### src/design/cddnc_pkg.sv
// Types, constants and calendar tables of the civil date converter.
package cddnc_pkg;

	// Field widths.
	localparam int unsigned YEAR_W   = 14;
	localparam int unsigned MONTH_W  = 4;
	localparam int unsigned DAY_W    = 5;
	localparam int unsigned SERIAL_W = 22;
	localparam int unsigned WDAY_W   = 3;

	// Default last valid year.
	localparam int unsigned MAX_YEAR_DEF = 9999;

	// Configuration port.
	localparam int unsigned CFG_DATA_W = 32;
	localparam int unsigned CFG_ADDR_W = 3;
	localparam logic [0:0] REG_WEEKDAY_OFFSET = 1'b0;
	localparam logic [WDAY_W-1:0] WEEKDAY_OFFSET_RESET = 3'd1;

	// Calendar constants.
	localparam int unsigned DAYS_PER_YEAR   = 365;
	localparam int unsigned MONTHS_PER_YEAR = 12;
	localparam int unsigned DAYS_PER_WEEK   = 7;
	localparam logic [MONTH_W-1:0] LAST_MONTH_IDX = 4'd11;
	localparam logic [MONTH_W-1:0] MARCH_IDX      = 4'd2;
	localparam logic [MONTH_W-1:0] MONTH_FEB      = 4'd2;
	localparam logic [MONTH_W-1:0] SEARCH_TOP     = 4'b1000;

	// Working widths: day counts reach the last day of the widest year field.
	localparam int unsigned ACC_W = 23;
	localparam int unsigned REM_W = 22;
	localparam int unsigned CUM_W = 9;

	// Greedy decomposition steps: power-of-two multiples of 400-year, 100-year, 4-year and 1-year groups.
	localparam int unsigned NUM_STEPS      = 15;
	localparam int unsigned STEP_W         = 4;
	localparam int unsigned FIRST_LOW_STEP = 6;
	localparam int unsigned QBITS_W        = 9;
	localparam logic [4:0]  Q4_CENTURY     = 5'd24;
	localparam logic [1:0]  Q_TOP          = 2'd3;

	typedef logic [ACC_W-1:0]  days_t;
	typedef logic [YEAR_W-1:0] years_t;

	localparam days_t STEP_DAYS [NUM_STEPS] = '{
		23'd4675104, 23'd2337552, 23'd1168776, 23'd584388, 23'd292194, 23'd146097,
		23'd73048, 23'd36524,
		23'd23376, 23'd11688, 23'd5844, 23'd2922, 23'd1461,
		23'd730, 23'd365
	};

	localparam years_t STEP_YEARS [NUM_STEPS] = '{
		14'd12800, 14'd6400, 14'd3200, 14'd1600, 14'd800, 14'd400,
		14'd200, 14'd100,
		14'd64, 14'd32, 14'd16, 14'd8, 14'd4,
		14'd2, 14'd1
	};

	localparam logic [CUM_W-1:0] MONTH_CUM [MONTHS_PER_YEAR] = '{
		9'd0, 9'd31, 9'd59, 9'd90, 9'd120, 9'd151,
		9'd181, 9'd212, 9'd243, 9'd273, 9'd304, 9'd334
	};

	localparam logic [DAY_W-1:0] MONTH_LEN [MONTHS_PER_YEAR] = '{
		5'd31, 5'd28, 5'd31, 5'd30, 5'd31, 5'd30,
		5'd31, 5'd31, 5'd30, 5'd31, 5'd30, 5'd31
	};

	typedef enum logic {
		REQ_TO_SERIAL   = 1'b0,
		REQ_FROM_SERIAL = 1'b1
	} req_type_t;

	// A year is leap when it closes a 4-year group that is not the last one of a
	// century, or closes the fourth century of a 400-year cycle.
	function automatic logic leap_of(input logic [QBITS_W-1:0] qbits);
		logic [1:0] q100;
		logic [4:0] q4;
		logic [1:0] q1;
		q100 = qbits[8:7];
		q4   = qbits[6:2];
		q1   = qbits[1:0];
		return (q1 == Q_TOP) && ((q4 != Q4_CENTURY) || (q100 == Q_TOP));
	endfunction

	// Days before month index idx (0 = January); zero past December.
	function automatic logic [CUM_W-1:0] month_cum(input logic [MONTH_W-1:0] idx,
			input logic leap);
		logic [CUM_W-1:0] base;
		base = '0;
		if (idx <= LAST_MONTH_IDX) begin
			base = MONTH_CUM[idx];
			if (leap && (idx >= MARCH_IDX)) begin
				base = base + CUM_W'(1);
			end
		end
		return base;
	endfunction

	// Length of month 1..12; zero for any other code.
	function automatic logic [DAY_W-1:0] month_len(input logic [MONTH_W-1:0] month,
			input logic leap);
		logic [MONTH_W-1:0] idx;
		logic [DAY_W-1:0] len;
		idx = month - MONTH_W'(1);
		len = '0;
		if ((month != '0) && (idx <= LAST_MONTH_IDX)) begin
			len = MONTH_LEN[idx];
			if (leap && (month == MONTH_FEB)) begin
				len = len + DAY_W'(1);
			end
		end
		return len;
	endfunction

	// Remainder by seven through octal digit sums, since eight is one modulo seven.
	function automatic logic [WDAY_W-1:0] mod7(input logic [ACC_W:0] v);
		logic [5:0] s1;
		logic [3:0] s2;
		logic [2:0] s3;
		s1 = '0;
		for (int i = 0; i < (ACC_W + 1) / 3; i++) begin
			s1 = s1 + 6'(v[3*i +: 3]);
		end
		s2 = 4'(s1[5:3]) + 4'(s1[2:0]);
		s3 = s2[2:0] + 3'(s2[3]);
		return (s3 == 3'(DAYS_PER_WEEK)) ? 3'd0 : s3;
	endfunction

endpackage

### src/design/cddnc_if.sv
// Request and result channel interfaces of the civil date converter.
interface cddnc_req_if import cddnc_pkg::*; ();
	logic                valid;
	logic                ready;
	logic                req_type;
	logic [YEAR_W-1:0]   in_year;
	logic [MONTH_W-1:0]  in_month;
	logic [DAY_W-1:0]    in_day;
	logic [SERIAL_W-1:0] in_serial;

	modport source (output valid, req_type, in_year, in_month, in_day, in_serial,
		input ready);
	modport sink (input valid, req_type, in_year, in_month, in_day, in_serial,
		output ready);
endinterface

interface cddnc_rsp_if import cddnc_pkg::*; ();
	logic                valid;
	logic                ready;
	logic [YEAR_W-1:0]   out_year;
	logic [MONTH_W-1:0]  out_month;
	logic [DAY_W-1:0]    out_day;
	logic [SERIAL_W-1:0] out_serial;
	logic [WDAY_W-1:0]   out_weekday;
	logic                bad_input;

	modport source (output valid, out_year, out_month, out_day, out_serial, out_weekday,
		bad_input, input ready);
	modport sink (input valid, out_year, out_month, out_day, out_serial, out_weekday,
		bad_input, output ready);
endinterface

### src/design/civil_date_day_number_converter.sv
// Flow: a date request runs the 15 greedy steps of the shared subtract and add unit
// and then the total; a day number request runs the 15 greedy steps, the 4-step month
// search and the day step; a rejected request goes straight to the result. No new
// request is taken until the previous result has been loaded into the result register.
// Reset: arst_n clears the sequencer and the result valid and sets weekday_offset to 1.
module civil_date_day_number_converter import cddnc_pkg::*; #(
	parameter int unsigned MAX_YEAR = MAX_YEAR_DEF
) (
	input  logic                  clk,
	input  logic                  arst_n,
	cddnc_req_if.sink             req,
	cddnc_rsp_if.source           rsp,
	input  logic                  psel,
	input  logic                  penable,
	input  logic                  pwrite,
	input  logic [CFG_ADDR_W-1:0] paddr,
	input  logic [CFG_DATA_W-1:0] pwdata,
	output logic [CFG_DATA_W-1:0] prdata,
	output logic                  pready
);

	// Day number of the last day of MAX_YEAR.
	localparam int unsigned MAX_SERIAL = DAYS_PER_YEAR * MAX_YEAR + MAX_YEAR / 4
		- MAX_YEAR / 100 + MAX_YEAR / 400 - 1;

	typedef enum logic [2:0] {
		ST_IDLE,
		ST_STEP,
		ST_SEARCH,
		ST_DAY,
		ST_TOTAL,
		ST_FINISH
	} state_t;

	state_t               state_q;
	req_type_t            mode_q;
	logic [STEP_W-1:0]    step_q;
	logic [REM_W-1:0]     rem_q;
	logic [ACC_W-1:0]     acc_q;
	logic [QBITS_W-1:0]   qbits_q;
	logic [MONTH_W-1:0]   mon_q;
	logic [1:0]           bit_q;
	logic [YEAR_W-1:0]    year_q;
	logic [MONTH_W-1:0]   month_q;
	logic [DAY_W-1:0]     day_q;
	logic [SERIAL_W-1:0]  serial_q;
	logic                 bad_q;
	logic [WDAY_W-1:0]    offset_q;

	logic                 out_valid_q;
	logic [YEAR_W-1:0]    out_year_q;
	logic [MONTH_W-1:0]   out_month_q;
	logic [DAY_W-1:0]     out_day_q;
	logic [SERIAL_W-1:0]  out_serial_q;
	logic [WDAY_W-1:0]    out_weekday_q;
	logic                 out_bad_q;

	logic                 leap;
	logic [MONTH_W-1:0]   cand;
	logic [ACC_W-1:0]     sub_b;
	logic [ACC_W-1:0]     add_b;
	logic [ACC_W:0]       diff;
	logic                 ge;
	logic [ACC_W-1:0]     sum;
	logic [ACC_W-1:0]     full_serial;
	logic [WDAY_W-1:0]    weekday;
	logic                 year_ok;
	logic                 month_ok;
	logic                 serial_ok;
	logic                 rsp_load;

	// Configuration register; writes complete in the access phase.
	assign pready = 1'b1;
	assign prdata = (paddr[2] == REG_WEEKDAY_OFFSET) ? CFG_DATA_W'(offset_q) : '0;

	always_ff @(posedge clk or negedge arst_n) begin
		if (!arst_n) begin
			offset_q <= WEEKDAY_OFFSET_RESET;
		end else if (psel && penable && pwrite && pready &&
				(paddr[2] == REG_WEEKDAY_OFFSET)) begin
			offset_q <= pwdata[WDAY_W-1:0];
		end
	end

	// Leap flag of the current year, taken from its decomposition.
	assign leap = leap_of(qbits_q);
	assign cand = mon_q | (SEARCH_TOP >> bit_q);

	// Operand selection for the shared subtract and compare unit and the accumulator.
	always_comb begin
		sub_b = '0;
		add_b = '0;
		case (state_q)
			ST_STEP: begin
				if (mode_q == REQ_FROM_SERIAL) begin
					sub_b = STEP_DAYS[step_q];
					add_b = ACC_W'(STEP_YEARS[step_q]);
				end else begin
					sub_b = ACC_W'(STEP_YEARS[step_q]);
					add_b = STEP_DAYS[step_q];
				end
			end
			ST_SEARCH: sub_b = ACC_W'(month_cum(cand, leap));
			ST_DAY:    sub_b = ACC_W'(month_cum(mon_q, leap));
			ST_TOTAL: begin
				add_b = ACC_W'(month_cum(month_q - MONTH_W'(1), leap))
					+ ACC_W'(day_q) - ACC_W'(1);
			end
			default: begin
				sub_b = '0;
				add_b = '0;
			end
		endcase
	end

	assign diff = {1'b0, ACC_W'(rem_q)} - {1'b0, sub_b};
	assign ge   = !diff[ACC_W];
	assign sum  = acc_q + add_b;

	// Weekday of the finished day number.
	assign full_serial = (mode_q == REQ_FROM_SERIAL) ? ACC_W'(serial_q) : acc_q;
	assign weekday = mod7({1'b0, full_serial} + (ACC_W + 1)'(offset_q));

	// Checks made when a request is accepted.
	assign year_ok   = (req.in_year != '0) && (32'(req.in_year) <= MAX_YEAR);
	assign month_ok  = (req.in_month != '0) &&
		(req.in_month <= MONTH_W'(MONTHS_PER_YEAR));
	assign serial_ok = 32'(req.in_serial) <= MAX_SERIAL;

	assign req.ready = (state_q == ST_IDLE);

	// The result register takes a new result once the previous one has been taken.
	assign rsp_load = (state_q == ST_FINISH) && (!out_valid_q || rsp.ready);

	// Sequencer and result register.
	always_ff @(posedge clk or negedge arst_n) begin
		if (!arst_n) begin
			state_q     <= ST_IDLE;
			out_valid_q <= 1'b0;
		end else begin
			if (out_valid_q && rsp.ready && !rsp_load) begin
				out_valid_q <= 1'b0;
			end
			case (state_q)
				ST_IDLE: begin
					if (req.valid) begin
						mode_q   <= req_type_t'(req.req_type);
						step_q   <= '0;
						acc_q    <= '0;
						qbits_q  <= '0;
						year_q   <= req.in_year;
						month_q  <= req.in_month;
						day_q    <= req.in_day;
						serial_q <= req.in_serial;
						bad_q    <= 1'b0;
						if (req.req_type == REQ_FROM_SERIAL) begin
							rem_q <= req.in_serial;
							if (serial_ok) begin
								state_q <= ST_STEP;
							end else begin
								bad_q   <= 1'b1;
								state_q <= ST_FINISH;
							end
						end else begin
							rem_q <= REM_W'(req.in_year - YEAR_W'(1));
							if (year_ok && month_ok && (req.in_day != '0)) begin
								state_q <= ST_STEP;
							end else begin
								bad_q   <= 1'b1;
								state_q <= ST_FINISH;
							end
						end
					end
				end
				ST_STEP: begin
					// Take the group when it fits and count it in the accumulator.
					if (ge) begin
						rem_q <= diff[REM_W-1:0];
						acc_q <= sum;
					end
					if (32'(step_q) >= FIRST_LOW_STEP) begin
						qbits_q <= {qbits_q[QBITS_W-2:0], ge};
					end
					if (32'(step_q) == NUM_STEPS - 1) begin
						mon_q <= '0;
						bit_q <= '0;
						state_q <= (mode_q == REQ_FROM_SERIAL) ? ST_SEARCH : ST_TOTAL;
					end else begin
						step_q <= step_q + STEP_W'(1);
					end
				end
				ST_SEARCH: begin
					// Binary search for the last month that starts on or before the day.
					if ((cand <= LAST_MONTH_IDX) && ge) begin
						mon_q <= cand;
					end
					if (bit_q == 2'd3) begin
						state_q <= ST_DAY;
					end else begin
						bit_q <= bit_q + 2'd1;
					end
				end
				ST_DAY: begin
					rem_q   <= diff[REM_W-1:0];
					state_q <= ST_FINISH;
				end
				ST_TOTAL: begin
					acc_q <= sum;
					if (day_q > month_len(month_q, leap)) begin
						bad_q <= 1'b1;
					end
					state_q <= ST_FINISH;
				end
				ST_FINISH: begin
					if (rsp_load) begin
						out_valid_q <= 1'b1;
						out_bad_q   <= bad_q;
						if (bad_q) begin
							out_year_q    <= '0;
							out_month_q   <= '0;
							out_day_q     <= '0;
							out_serial_q  <= '0;
							out_weekday_q <= '0;
						end else if (mode_q == REQ_FROM_SERIAL) begin
							out_year_q    <= acc_q[YEAR_W-1:0] + YEAR_W'(1);
							out_month_q   <= mon_q + MONTH_W'(1);
							out_day_q     <= rem_q[DAY_W-1:0] + DAY_W'(1);
							out_serial_q  <= serial_q;
							out_weekday_q <= weekday;
						end else begin
							out_year_q    <= year_q;
							out_month_q   <= month_q;
							out_day_q     <= day_q;
							out_serial_q  <= acc_q[SERIAL_W-1:0];
							out_weekday_q <= weekday;
						end
						state_q <= ST_IDLE;
					end
				end
				default: state_q <= ST_IDLE;
			endcase
		end
	end

	assign rsp.valid       = out_valid_q;
	assign rsp.out_year    = out_year_q;
	assign rsp.out_month   = out_month_q;
	assign rsp.out_day     = out_day_q;
	assign rsp.out_serial  = out_serial_q;
	assign rsp.out_weekday = out_weekday_q;
	assign rsp.bad_input   = out_bad_q;

endmodule

### src/flat_wrapper.sv
// flat-port wrapper written by rule: the top's interface ports become plain ports
module civil_date_day_number_converter_flat import cddnc_pkg::*;
#(
	parameter int unsigned MAX_YEAR = MAX_YEAR_DEF
)
  (clk, arst_n, psel, penable, pwrite, paddr, pwdata, prdata, pready, req_valid, req_req_type, req_in_year, req_in_month, req_in_day, req_in_serial, req_ready, rsp_valid, rsp_out_year, rsp_out_month, rsp_out_day, rsp_out_serial, rsp_out_weekday, rsp_bad_input, rsp_ready);
  cddnc_req_if req_i ();
  cddnc_rsp_if rsp_i ();
  input  logic clk;
  input  logic arst_n;
  input  logic psel;
  input  logic penable;
  input  logic pwrite;
  input  logic [CFG_ADDR_W-1:0] paddr;
  input  logic [CFG_DATA_W-1:0] pwdata;
  output logic [CFG_DATA_W-1:0] prdata;
  output logic pready;
  input wire logic [$bits(req_i.valid)-1:0] req_valid;
  input wire logic [$bits(req_i.req_type)-1:0] req_req_type;
  input wire logic [$bits(req_i.in_year)-1:0] req_in_year;
  input wire logic [$bits(req_i.in_month)-1:0] req_in_month;
  input wire logic [$bits(req_i.in_day)-1:0] req_in_day;
  input wire logic [$bits(req_i.in_serial)-1:0] req_in_serial;
  output wire logic [$bits(req_i.ready)-1:0] req_ready;
  output wire logic [$bits(rsp_i.valid)-1:0] rsp_valid;
  output wire logic [$bits(rsp_i.out_year)-1:0] rsp_out_year;
  output wire logic [$bits(rsp_i.out_month)-1:0] rsp_out_month;
  output wire logic [$bits(rsp_i.out_day)-1:0] rsp_out_day;
  output wire logic [$bits(rsp_i.out_serial)-1:0] rsp_out_serial;
  output wire logic [$bits(rsp_i.out_weekday)-1:0] rsp_out_weekday;
  output wire logic [$bits(rsp_i.bad_input)-1:0] rsp_bad_input;
  input wire logic [$bits(rsp_i.ready)-1:0] rsp_ready;
  assign req_i.valid = req_valid;
  assign req_i.req_type = req_req_type;
  assign req_i.in_year = req_in_year;
  assign req_i.in_month = req_in_month;
  assign req_i.in_day = req_in_day;
  assign req_i.in_serial = req_in_serial;
  assign req_ready = req_i.ready;
  assign rsp_valid = rsp_i.valid;
  assign rsp_out_year = rsp_i.out_year;
  assign rsp_out_month = rsp_i.out_month;
  assign rsp_out_day = rsp_i.out_day;
  assign rsp_out_serial = rsp_i.out_serial;
  assign rsp_out_weekday = rsp_i.out_weekday;
  assign rsp_bad_input = rsp_i.bad_input;
  assign rsp_i.ready = rsp_ready;
  civil_date_day_number_converter #(.MAX_YEAR(MAX_YEAR)) u_core (.clk(clk), .arst_n(arst_n), .req(req_i), .rsp(rsp_i), .psel(psel), .penable(penable), .pwrite(pwrite), .paddr(paddr), .pwdata(pwdata), .prdata(prdata), .pready(pready));
endmodule
### config.mk
export PLATFORM = sky130hd
export DESIGN_NAME = civil_date_day_number_converter_flat
export DESIGN_NICKNAME = d
export VERILOG_FILES = /design/src/design/cddnc_pkg.sv /design/src/design/cddnc_if.sv /design/src/design/civil_date_day_number_converter.sv /design/src/flat_wrapper.sv
export SDC_FILE = /design/constraint.sdc
export NUM_CORES = 1
export LEC_CHECK = 0
export BUFFER_PORTS_ARGS = -buffer_cell sky130_fd_sc_hd__buf_4
export CELL_PAD_IN_SITES_DETAIL_PLACEMENT = 0
export CELL_PAD_IN_SITES_GLOBAL_PLACEMENT = 1
export CORE_ASPECT_RATIO = 2
export CORE_MARGIN = 2
export CORE_UTILIZATION = 45
export DETAILED_ROUTE_END_ITERATION = 10
export HOLD_SLACK_MARGIN = 0.06
export PLACE_DENSITY_LB_ADDON = 0.1
export SETUP_SLACK_MARGIN = 0.15
export SLEW_MARGIN = 30
export SYNTH_ARGS = -nofsm -noshare
export SYNTH_HDL_FRONTEND = slang
export SYNTH_SLANG_ARGS = --single-unit
### constraint.sdc
create_clock -name clk -period 14.4 [get_ports clk]
set_input_delay 0.72 -clock clk [delete_from_list [all_inputs] [get_ports clk]]
set_output_delay 0.72 -clock clk [all_outputs]
set_load 0.03 [all_outputs]
Word level (Yosys, flattened, before mapping). Memories as Yosys holds them, arrays and structs flattened. Cells that the tools add are included.

Register bits: 167. Bits in read-only memories: 1104. Bits of input ports: 88. Output and inout bits: 84. Word-level logic and storage cells: 209. Memories: 6.

Add/subtract/negate cells: 25. Magnitude comparators: 15. Equality and inequality tests: 22. Shift-type cells: 1. Muxes and demuxes: 69. Bitwise operators: 6. Reductions and logical operators: 44.

Memories: (no name shown) (words 16, width 23, read ports 1, clocked after memory_dff 0, wr ports 0, line civil_date_day_number_converter.sv:96) `sub_b = STEP_DAYS[step_q];`; (no name shown) (words 16, width 14, read ports 1, clocked after memory_dff 0, wr ports 0, line civil_date_day_number_converter.sv:97) `add_b = ACC_W'(STEP_YEARS[step_q]);`; (no name shown) (words 16, width 9, read ports 1, clocked after memory_dff 0, wr ports 0, line cddnc_pkg.sv:92) `base = MONTH_CUM[idx];`; (no name shown) (words 16, width 9, read ports 1, clocked after memory_dff 0, wr ports 0, line cddnc_pkg.sv:92); (no name shown) (words 16, width 9, read ports 1, clocked after memory_dff 0, wr ports 0, line cddnc_pkg.sv:92); (no name shown) (words 16, width 5, read ports 1, clocked after memory_dff 0, wr ports 0, line cddnc_pkg.sv:108) `len = MONTH_LEN[idx];`.

Operators by type and width (count): $mux 23 (7); $pmux 23 s3 (2); $mux 9 (15); $mux 22 (4); $pmux 22 s3 (1); $pmux 23 s2 (1); $mux 14 (3); $add 6x3->6 (6); $reduce_and 4->1 (8); $mux 5 (6); $add 9x1->9 const B (3); $mux 3 (9); $add 23x3->24 (1); $sub 22x23->24 (1); $add 23x23->23 (1); $sub 23x1->23 const B (1); $le 22x22->1 const B (1); $ge 5x5->1 const B (4); $mux 4 (5); $not 4->5 (4); $pmux 9 s2 (1); $logic_and 1x1->1 (17); $le 4x4->1 const B (4); $pmux 4 s2 (2); other kinds (40) (75).

Longest topological paths before layout.
Depth after elaboration: 15. Depth in mapped cells: 38. Mapped depth without buffers: 33.

Least setup slack after synthesis. No wires, ideal clock.

Kind: register to register. Start: register u_core.mode_q. End: register u_core.out_weekday_q[0], in the netlist u_core.rsp.out_weekday[0] (data pin). Library setup time: 262 ps. Arrival time: 8250 ps. Required time: 14138 ps. Path slack: 5888 ps. Stages on the path, launching flop included: 37. Path buffers: 5. Clock period less this slack: 8512 ps. Cells stage by stage: edfxtp_1 > clkbuf_1 > clkbuf_1 > clkbuf_1 > clkbuf_1 > buf_1 > nand2_1 > o21ai_0 > ha_1 > inv_1 > fa_1 > nor2b_1 > o21bai_1 > a211o_1 > nand2b_1 > nor3_1 > nand3_1 > nor3_1 > xnor2_1 > fa_1 > inv_1 > fa_1 > inv_1 > fa_1 > fa_1 > ha_1 > a21o_1 > a21oi_1 > xnor2_1 > ha_1 > a21o_1 > a21o_1 > ha_1 > ha_1 > xnor2_1 > xnor2_1 > a21oi_1.

Longest elaborated chain between the ends: 13.

RTL lines: from (decl) (line civil_date_day_number_converter.sv:36) `req_type_t mode_q;`; from (signal assigned) (line civil_date_day_number_converter.sv:147) `mode_q <= req_type_t'(req.req_type);`; $mux 23 (*) (line civil_date_day_number_converter.sv:121) `assign full_serial = (mode_q == REQ_FROM_SERIAL) ? ACC_W'(serial_q) : acc_q;`; net u_core.full_serial[0] (line civil_date_day_number_converter.sv:65) `logic [ACC_W-1:0] full_serial;`; $add 23x3->24 (*) (line civil_date_day_number_converter.sv:122) `assign weekday = mod7({1'b0, full_serial} + (ACC_W + 1)'(offset_q));`; $add 3x3->4 (line cddnc_pkg.sv:123) `s1 = s1 + 6'(v[3*i +: 3]);`; $add 6x3->6 (5 in a row) (line cddnc_pkg.sv:123); $add 6x3->6 (*) (line cddnc_pkg.sv:123); $add 3x3->4 (*) (line cddnc_pkg.sv:125) `s2 = 4'(s1[5:3]) + 4'(s1[2:0]);`; $add 3x1->3 (*) (line cddnc_pkg.sv:126) `s3 = s2[2:0] + 3'(s2[3]);`; $eq 3x3->1 (line cddnc_pkg.sv:127) `return (s3 == 3'(DAYS_PER_WEEK)) ? 3'd0 : s3;`; $reduce_or 2->1 (no source line); to (signal assigned) (line civil_date_day_number_converter.sv:229) `out_weekday_q <= weekday;`; to (signal assigned) (line civil_date_day_number_converter.sv:235) `out_weekday_q <= weekday;`; to (decl) (line civil_date_day_number_converter.sv:55) `logic [WDAY_W-1:0] out_weekday_q;`.

The timed path passes the listed nets; every way through them passes the cells marked *. A chain may end at the register's enable or synchronous reset.

Worst setup path after layout.
Start: register u_core.mode_q. End: register u_core.out_weekday_q[1], in the netlist u_core.rsp.out_weekday[1] (data pin).

The elaborated chain is that of the path after synthesis.

==> summary.md <==
| Metric | Value |
|---|---|
| CTS-repair resized insts | 0 |
| Ports | 172 |
| Crit path buffers/inverters | 5 |
| Dpl cells | 2,026 |
| Post-route ant nets | 0 |
| TritonRoute pass-1 iters | 8 |
| Layout Utilization | 51.1% |
| Clk_lat worst skew | 0.46 ns |
| Num CTS Buffers | 17 |
| Clock-pin slew on the worst setup and hold paths | 0.08 ns |
| Critical path arrival | 9.30 ns |
| Detailed placement HPWL | 35,600 um |
| Hold violation count in the final report | 0 |
| WL final | 44,300 um |
| Post-route setup TNS | 0 ns |
| Nature of the critical path startpoint | flop |
| Routed WL per cell | 21.5 um |
| Die Area | 32,800 sq um |
| GR Overflow Total | 0 |
| Initial antenna violation count | 0 |
| Vias in the first global route | 11,888 |
| Syn_area_per_cell | 9.04 sq um |
| CP required | 14.60 ns |
| FP Rows | 91 |
| Fin crit period | 9.10 ns |
| Max-cap violation count | 0 |
| Synth async-reset ratio | 4.19% |
| Vias | 11,938 |
| Slew Limit Fails | 0 |
| CTS tree | done |
| Worst-Margin Slew | 0.909 ns |
| CP delay by family, top | adder cells |
| First-pass GRT wire length | 67,100 um |
| Worst path max stage delay | 0.80 ns |
| Mapped Cells | 1,557 |
| Fillers | 2,950 |
| Die width | 129 um |
| Synth unique cells | 82 |
| Non-Filler Instances | 2,059 |
| Most frequent cells in the layout | edfxtp_1, nor2_1, nand2_1, buf_4, ha_1 |
| Max Clk Rate | 0.110 GHz |
| Hold Path Class | in2async |
| Clk root buf | clkbuf_16 |
| Post-CTS setup buffers | 0 |
| Port-buffer cells | 110 |
| Initial Util | 45.6% |
| Area of the core | 30,900 sq um |
| Drt via density | 5.80 |
| Nets | 1,845 |
| Finish-stage setup viols | 0 |
| Synth Register Bits | 167 |
| Total track usage | 27.6% |
| Status | completed |
| GPL Wtd Cong | 0.949 |
| CTS H-tree lvls | 4 |
| Hold_ws | 0.120 ns |
| Antenna Cells | 0 |
| Commonest non-fill, non-tap cell in the layout | edfxtp_1 |
| Slowest CP cell | buf_4 |
| Flip-flop cell with the highest count after synthesis | edfxtp_1 |
| Final period util | 63.2% |
| Setup CP Type | reg2reg |
| Die H | 254 um |
| Remaining DRCs | 0 |
| DRT iter0 DRCs | 718 |
| Clock sink total | 167 |
| Clock buffer depth | 2 |
| Syn. warnings | 0 |
| Worst Setup End Kind | flop |
| Worst Skew | 0.0160 ns |
| EDFF count, synth | 160 |
| Area Growth Syn to Fin | 12.0% |
| Share of cells above drive strength 1 | 11.8% |
| Hold_buf cts | 0 |
| Largest net degree at the start of global routing | 87 |
| Post-synthesis sequential area ratio | 35.4% |
| RSZ-0062 raised after global routing | false |
| Relative slew slack | 38.7% |
| Worst-path fanout max | 86 |
| Post-synth design cell area | 14,100 sq um |
-- path summary, 6_finish.rpt --
check	slack (ns)	startpoint	endpoint	cells past startpoint
max	5.30	u_core.mode_q	u_core.rsp.out_weekday[1]	33
min	0.12	arst_n	u_core.state_q[0]	1
max reg2reg	5.30	u_core.mode_q	u_core.rsp.out_weekday[1]	33
min reg2reg	0.56	u_core.offset_q[2]	u_core.offset_q[2]	1
max in group asynchronous	14.01	arst_n	u_core.offset_q[0]	1
min in group clk	0.44	req_in_day[3]	u_core.day_q[3]	1
-- sequential cells by signal (all words and copies together), names as in the netlist, 4 cells and up --
register,count
u_core.acc_q,23
u_core.day_q,5
u_core.mon_q,4
u_core.month_q,4
u_core.qbits_q,9
u_core.rem_q,22
u_core.rsp.out_day,5
u_core.rsp.out_month,4
u_core.rsp.out_serial,22
u_core.rsp.out_year,14
u_core.serial_q,22
u_core.step_q,4
u_core.year_q,14
-- layer usage --
layer | global-route usage [%] | part of all wire, % | up-vias
li1 | - | - | 5770
met1 | 25.5 | 33 | 5661
met2 | 53.6 | 56 | 373
met5 | 0 | 0 | -
met4 | 20.4 | 8.0 | 0
met3 | 3.50 | 3.1 | 134
-- synthesized netlist by cell type, types with 9 or more instances --
cell type,count,area [sq um]
o22ai_1,21,131
or2_2,9,56.3
nand3_1,55,275
fa_1,19,380
nor3_1,36,180
nand2_1,137,514
a21o_1,33,248
xor2_1,44,385
inv_1,73,274
o211ai_1,14,105
ha_1,110,1380
and3_1,23,144
o31ai_1,12,90.1
a31oi_1,17,106
nor2_1,151,567
xnor2_1,64,561
o21ai_0,92,460
mux2i_1,29,290
a21oi_1,105,526
edfxtp_1,160,4800
nand2b_1,17,106
a21boi_0,9,67.6
o21a_1,12,90.1
nor2b_1,26,163
nand4_1,11,68.8
a211oi_1,29,218
and2_1,11,68.8
or3_1,13,81.3
buf_4,33,248
clkbuf_1,62,233
-- area by class of cell --
type	count	area, sq um	area share, %
multi-input cells	1241	8440	53.5
inverters	74	278	1.76
well taps	418	523	3.32
clock buffers	17	425	2.70
flip-flops and latches	167	4980	31.6
clock inverters	15	159	1.01
repair buffers	127	957	6.07
-- through the flow --
stage | worst slack (ns) | cell area (sq um)
2_1_floorplan | 5.89 | 14200
3_3_place_gp | 5.48 | 15200
3_5_place_dp | 5.40 | 15200
4_1_cts | 5.34 | 15800
5_1_grt | 4.69 | 15800
6_report | 5.30 | 15800
-- cell families (layout without fill, tap and decap cells) --
| family | count (synthesis) | count (layout) | synth area share [%] |
|---|---|---|---|
| DFF | 167 | 167 | 35.4 |
| adders and majority gates | 129 | 129 | 12.5 |
| muxes | 33 | 33 | 2.38 |
| and+or+nand+nor | 525 | 525 | 17.8 |
| other | 2 | 30 | 0.0533 |
| AOI/OAI and AO/OA | 412 | 412 | 19.1 |
| buffers and inverters | 177 | 233 | 5.60 |
| xor gates and xnor gates | 112 | 112 | 7.23 |
Power is left out: the tool's default activity adds up to more than one toggle a clock period on the data nets, which glitch-free logic cannot reach.
